`config.mk`:
```
export PLATFORM = sky130hd
export DESIGN_NAME = dcc_ram
export DESIGN_NICKNAME = d
export VERILOG_FILES = /design/src/rtl/dcc_pkg.sv /design/src/rtl/dcc_ram.sv
export SDC_FILE = /design/constraint.sdc
export NUM_CORES = 2
export LEC_CHECK = 0
export ABC_AREA = 1
export BUFFER_PORTS_ARGS = -buffer_cell sky130_fd_sc_hd__clkbuf_2
export CORE_ASPECT_RATIO = 1.75
export CORE_MARGIN = 2
export CORE_UTILIZATION = 55
export DETAILED_ROUTE_END_ITERATION = 16
export GPL_ROUTABILITY_DRIVEN = 1
export MAX_ROUTING_LAYER = met4
export PLACE_DENSITY_LB_ADDON = 0.08
export SYNTH_ARGS = -nofsm -noshare
export SYNTH_HDL_FRONTEND = slang
export SYNTH_SLANG_ARGS = --single-unit
```
`constraint.sdc`:
```
create_clock -name clk -period 1.81 [get_ports clk]
set_input_delay 0.0905 -clock clk [delete_from_list [all_inputs] [get_ports clk]]
set_output_delay 0.0905 -clock clk [all_outputs]
set_load 0.05 [all_outputs]
```
`src/rtl/dcc_pkg.sv`:
```
// dcc_pkg: shared types and constants of the dependency cycle checker
// used by dcc_ram and dependency_cycle_check_top; depends on nothing

package dcc_pkg;

  // fixed field widths
  localparam int TASK_W    = 8;
  localparam int CFG_W     = 9;
  localparam int APB_DW    = 32;
  localparam int APB_AW    = 3;

  // default sizes of the stores
  localparam int DEF_MAX_NODES = 256;
  localparam int DEF_MAX_EDGES = 1024;

  // node_count reset value
  localparam logic [CFG_W-1:0] NODE_COUNT_RST = 9'd1;

  // register index taken from paddr[APB_AW-1:2]
  localparam logic [APB_AW-3:0] REG_NODE_COUNT = 1'b0;

  // control sequencer
  typedef enum logic [3:0] {
    S_CLEAR,
    S_IDLE,
    S_CHECK,
    S_SCAN,
    S_DRAIN,
    S_POP,
    S_POP_WAIT,
    S_EDGES,
    S_RESULT
  } state_t;

  // in-degree read-modify-write operations
  typedef enum logic [1:0] {
    OP_INC,
    OP_DEC,
    OP_CHK
  } op_t;

endpackage

```
`src/rtl/dcc_ram.sv`:
```
// dcc_ram: generic single write port, single read port ram with registered read
// depends on dcc_pkg for default sizes

module dcc_ram #(
  parameter int WIDTH = dcc_pkg::TASK_W,
  parameter int DEPTH = dcc_pkg::DEF_MAX_NODES,
  localparam int AW = (DEPTH > 1) ? $clog2(DEPTH) : 1
) (
  input  logic             clk,
  input  logic             we,
  input  logic [AW-1:0]    waddr,
  input  logic [WIDTH-1:0] wdata,
  input  logic [AW-1:0]    raddr,
  output logic [WIDTH-1:0] rdata
);

  logic [WIDTH-1:0] mem [DEPTH];

  // write, and read returning the old contents on a same-address write
  always_ff @(posedge clk) begin
    if (we) begin
      mem[waddr] <= wdata;
    end
    rdata <= mem[raddr];
  end

endmodule
```
-- Word level (Yosys, flattened, before mapping)
Memories as Yosys holds them, arrays and structs flattened. A register that Yosys moved wholly into a read port is not among the register bits.
Index checks and enable logic that the tools add are counted.
- output and inout bits: 8
- memories: 1
- register bits: 0
- logic and storage cells: 3
- RAM bits: 2048
- multiplexer cells: 2
- memory list (memory ; words ; bits a word ; rd ports ; clocked after Yosys merged registers in ; write ports ; RTL line ; RTL):
    mem ; 256 ; 8 ; 1 ; 1 ; 1 ; dcc_ram.sv:17 ; logic [WIDTH-1:0] mem [DEPTH];
- operators by type and width (operator ; count):
    $mux 1 ; 2

-- Longest topological paths before layout
- depth after elaboration: 2
- gate-level depth with buffers: 15
- depth with buffers taken out: 11

-- Worst setup path before layout
OpenSTA, ideal clock, no wires.
- path type: input to register
- start point: input we
- end point: memory mem[162][0] in the netlist's numbering (enable)
- setup slack: 0.228 ns
- setup time: 0.370 ns
- data required time: 1.440 ns
- cell stages on the path: 4
- path buffers: 2
- data arrival time: 1.212 ns
- cell sequence: clkbuf_1 -> nand3_1 -> clkbuf_1 -> nor2_1
- longest elaborated chain between the ends: 2
- ends and longest elaborated chain (element ; RTL line ; RTL):
    from (decl) ; dcc_ram.sv:10 ; input logic we,
    $mux 1 ; dcc_ram.sv:21 ; if (we) begin
    $mux 1 (implied by the code) ; dcc_ram.sv:22 ; mem[waddr] <= wdata;
    to (decl) ; dcc_ram.sv:17 ;
No other way between the ends.

==> impl_metrics.prom <==
# TYPE chip_impl_metric gauge
chip_impl_metric{name="floorplan.initialDensity",unit=""} 0.5519
chip_impl_metric{name="max_slew.worst_pin.slew",unit="ps"} 695.3
chip_impl_metric{name="vias",unit=""} 56870
chip_impl_metric{name="powerDensity",unit="nW/um2"} 1007
chip_impl_metric{name="place.detailed.instances",unit=""} 9327
chip_impl_metric{name="finalCoreUtilization",unit=""} 0.6450
chip_impl_metric{name="synth-compound-area-share",unit=""} 0
chip_impl_metric{name="drt.antenna.violating_nets",unit=""} 0
chip_impl_metric{name="whs_path_depth",unit=""} 6
chip_impl_metric{name="h-tree-depth",unit=""} 4
chip_impl_metric{name="instance_area_after_placement",unit="um2"} 91200
chip_impl_metric{name="drt-total-wl",unit="um"} 244800
chip_impl_metric{name="fin_nets",unit=""} 7548
chip_impl_metric{name="average_cell_area_after_synthesis",unit="um2"} 11.91
chip_impl_metric{name="setup_slack_of_the_most_critical_reg_to_reg_path",unit="ps"} 20
chip_impl_info{name="min_path_type",value="primary input to register"} 1
chip_impl_metric{name="drt_iter0_markers",unit=""} 5868
chip_impl_metric{name="nFillCells",unit=""} 11390
chip_impl_metric{name="required_worst_endpoint",unit="ps"} 2520
chip_impl_metric{name="placementRows",unit=""} 189
chip_impl_metric{name="core_area",unit="um2"} 151100
chip_impl_metric{name="postSynthRegisterBits",unit=""} 2056
chip_impl_metric{name="groute.usage.overall",unit=""} 0.3242
chip_impl_metric{name="final_layout_size_suffix_gt1_frac",unit=""} 0.1485
chip_impl_info{name="tritoncts_clock_tree",value="done"} 1
chip_impl_metric{name="areaGrowthSynthToFinish",unit="%"} 16.88
chip_impl_metric{name="synth_sequential_area_ratio",unit=""} 0.7394
chip_impl_info{name="crit_top_cell",value="nand3_1"} 1
chip_impl_metric{name="drt-vias-per-instance",unit=""} 5.879
chip_impl_info{name="crit_chain",value="nand2_1, nand3_1, nand3_1, nand3_1, nand3_1, nand3_2, nand3_2, nand2_1, buf_4, nand2_2, nand2_1"} 1
chip_impl_info{name="rsz0062_at_grt",value="yes"} 1
chip_impl_metric{name="final.period_utilization",unit=""} 0.9893
chip_impl_metric{name="numCtsBuffers",unit=""} 187
chip_impl_info{name="worst_setup_path_end_kind",value="register"} 1
chip_impl_metric{name="finalNonFillerCells",unit=""} 9674
chip_impl_metric{name="die_w",unit="um"} 298.4
chip_impl_info{name="worst_path_max_delay_cell",value="edfxtp_1"} 1
chip_impl_metric{name="design.die.area",unit="um2"} 154900
chip_impl_metric{name="drt-wirelength-per-cell",unit="um"} 25.31
chip_impl_metric{name="timing.max_cap.violations",unit=""} 0
chip_impl_info{name="hold_path_startpoint",value="waddr[7]"} 1
chip_impl_metric{name="totalPowerFinal",unit="mW"} 98.13
chip_impl_info{name="worstReg2RegEnd",value="rdata[7]"} 1
chip_impl_metric{name="synth_warnings",unit=""} 0
chip_impl_metric{name="r2r.worst_path.cells",unit=""} 11
chip_impl_metric{name="ioPinCount",unit=""} 34
chip_impl_metric{name="drt-pass1-iter-count",unit=""} 6
chip_impl_metric{name="setup_viol",unit=""} 0
chip_impl_metric{name="power.leakage",unit="nW"} 35.26
chip_impl_metric{name="relSlewSlack",unit=""} 0.5359
chip_impl_metric{name="die_h",unit="um"} 519.1
chip_impl_info{name="top_library_cells_by_usage_in_the_layout_fill_and_taps_aside",value="nand2_1 (2117), edfxtp_1 (2048), nand3_1 (1955)"} 1
chip_impl_metric{name="summed_negative_setup_slack_over_all_endpoints",unit="ps"} 0
chip_impl_metric{name="maxSlewViolCount",unit=""} 0
chip_impl_info{name="ctsRootBufferMaster",value="clkbuf_16"} 1
chip_impl_metric{name="synth-xor-area-share",unit=""} 0
chip_impl_metric{name="synth_nets",unit=""} 7029
chip_impl_metric{name="critical_path.max_stage_delay",unit="ps"} 390
chip_impl_metric{name="clock-sinks",unit=""} 2056
chip_impl_metric{name="postSynthCellCount",unit=""} 7003
chip_impl_metric{name="fmax",unit="MHz"} 558.5
chip_impl_info{name="hold_path_end",value="mem[183][7]"} 1
chip_impl_info{name="synth.largest_area_cell",value="edfxtp_1"} 1
chip_impl_metric{name="gr_ovfl_total",unit=""} 0
chip_impl_info{name="layout_commonest_cell",value="nand2_1"} 1
chip_impl_metric{name="post_cts_buffers",unit=""} 0
chip_impl_metric{name="final_hold_viol_count",unit=""} 0
chip_impl_metric{name="post-place-ws",unit="ps"} -822.4
chip_impl_metric{name="layout_setup_ws",unit="ps"} 19.45
chip_impl_metric{name="first_global_vias",unit=""} 55880
chip_impl_metric{name="clock_skew",unit="ps"} 53.31
chip_impl_metric{name="number_of_antenna_violations_at_the_first_check_in_global_routing",unit=""} 10
chip_impl_metric{name="final_period_minus_worst_setup_slack",unit="ps"} 1791
chip_impl_metric{name="drt_drc_violations_left",unit=""} 0
chip_impl_info{name="status",value="finished, final reports clean"} 1
chip_impl_metric{name="yosys.cell_types.count",unit=""} 14
chip_impl_metric{name="cts_max_path_buffers",unit=""} 4
chip_impl_info{name="startpoint_type",value="register"} 1
chip_impl_metric{name="worst_hold_slack_across_all_endpoints",unit="ps"} 79.12
chip_impl_metric{name="synth_fa_ha_area_frac",unit=""} 0
chip_impl_metric{name="buffer_ports.inserted",unit=""} 33
chip_impl_metric{name="path_clk_slew",unit="ps"} 70
chip_impl_info{name="synth_top_cells_by_area",value="edfxtp_1 (74%), nand3_1 (12%), nand2_1 (9.6%)"} 1
chip_impl_metric{name="detailedPlacementHpwl",unit="um"} 162100
chip_impl_metric{name="post_synth_and_or_nand_nor_area_fraction",unit=""} 0.2295
chip_impl_info{name="path_class",value="register to register"} 1
chip_impl_metric{name="share_of_synthesized_area_spent_on_multiplexers",unit=""} 0
chip_impl_info{name="critical_path.reg2reg.startpoint",value="mem[238][7]"} 1
chip_impl_metric{name="global_route_wire_length_before_repair",unit="um"} 358300
chip_impl_info{name="largest_family_of_logic_cells_by_synthesized_area",value="simple AND/OR/NAND/NOR gates"} 1
chip_impl_metric{name="fin_area",unit="um2"} 97470
chip_impl_metric{name="netlist_area",unit="um2"} 83400
chip_impl_metric{name="grt_start_max_net_pins",unit=""} 75
chip_impl_metric{name="place_congestion",unit=""} 0.9920
chip_impl_metric{name="synthDominantCellAreaShare",unit=""} 0.7374
chip_impl_metric{name="cp_max_fo",unit=""} 1
chip_impl_metric{name="clock_latency",unit="ps"} 830
chip_impl_metric{name="cp_data_arrival_time",unit="ps"} 2500
chip_impl_metric{name="peakVddDrop",unit="mV"} 0.9515
[where the power goes]
part / internal, mW / switching, mW
combinational: 2.22 / 5.04
sequential: 52.4 / 0.0676
clock: 21.4 / 17.0
total: 76.0 / 22.1
[how the worst max path moves through the flow]
stage	from	slack, ps	to
2_1_floorplan	we	230	mem[162][0]
3_3_place_gp	raddr[0]	-800	rdata[5]
3_5_place_dp	raddr[0]	-820	rdata[0]
4_1_cts	mem[189][7]	0.3	rdata[7]
5_1_grt	mem[189][7]	-20	rdata[7]
6_report	mem[238][7]	20	rdata[7]
[final cells by class]
type,count,area [um2],area share
Multi-Input combinational cell,4425,19490,0.2000
Clock buffer,221,4850,0.04975
Antenna cell,8,20.02,0.0002054
Inverter,39,180.2,0.001848
Clock inverter,107,934.6,0.009589
Tap cell,2005,2509,0.02574
Timing Repair Buffer,813,7828,0.08031
Sequential cell,2056,61660,0.6326
[sequential cells by signal, indices dropped and copies added, names as in the netlist]
| name | cells |
|---|---|
| mem | 2048 |
| rdata | 8 |
[cell families after synthesis]
logic type    count (synthesis)
buf+inv                     522
flops                      2056
simple gates               4425
[layer usage]
metal | vias to the layer above | track usage | share of wire
met5 | - | - | 0
met4 | 0 | 0.1474 | 0.053
met3 | 617 | 0.03494 | 0.067
met2 | 2471 | 0.5662 | 0.52
met1 | 27920 | 0.3774 | 0.36
li1 | 25870 | - | -
[what timing repair did]
item                       4_1_cts  5_1_grt
resized for setup               30       42
hold buffers                    11        0
pin swaps                        2        3
setup endpoints to repair        9        8
hold endpoints to repair      1977        0
[Yosys cell counts, drive strengths merged]
master,number
inv,39
dfxtp,8
edfxtp,2048
nand3,2019
clkbuf,112
nand2,2123
buf,371
nor2,283
[critical path, delay by kind of cell (launching register included)]
family	cells	cell delay, ps
DFF	1	390
and+or+nand+nor	10	1140
buffers and inverters	1	130
Power figures use the tool's default switching activity.
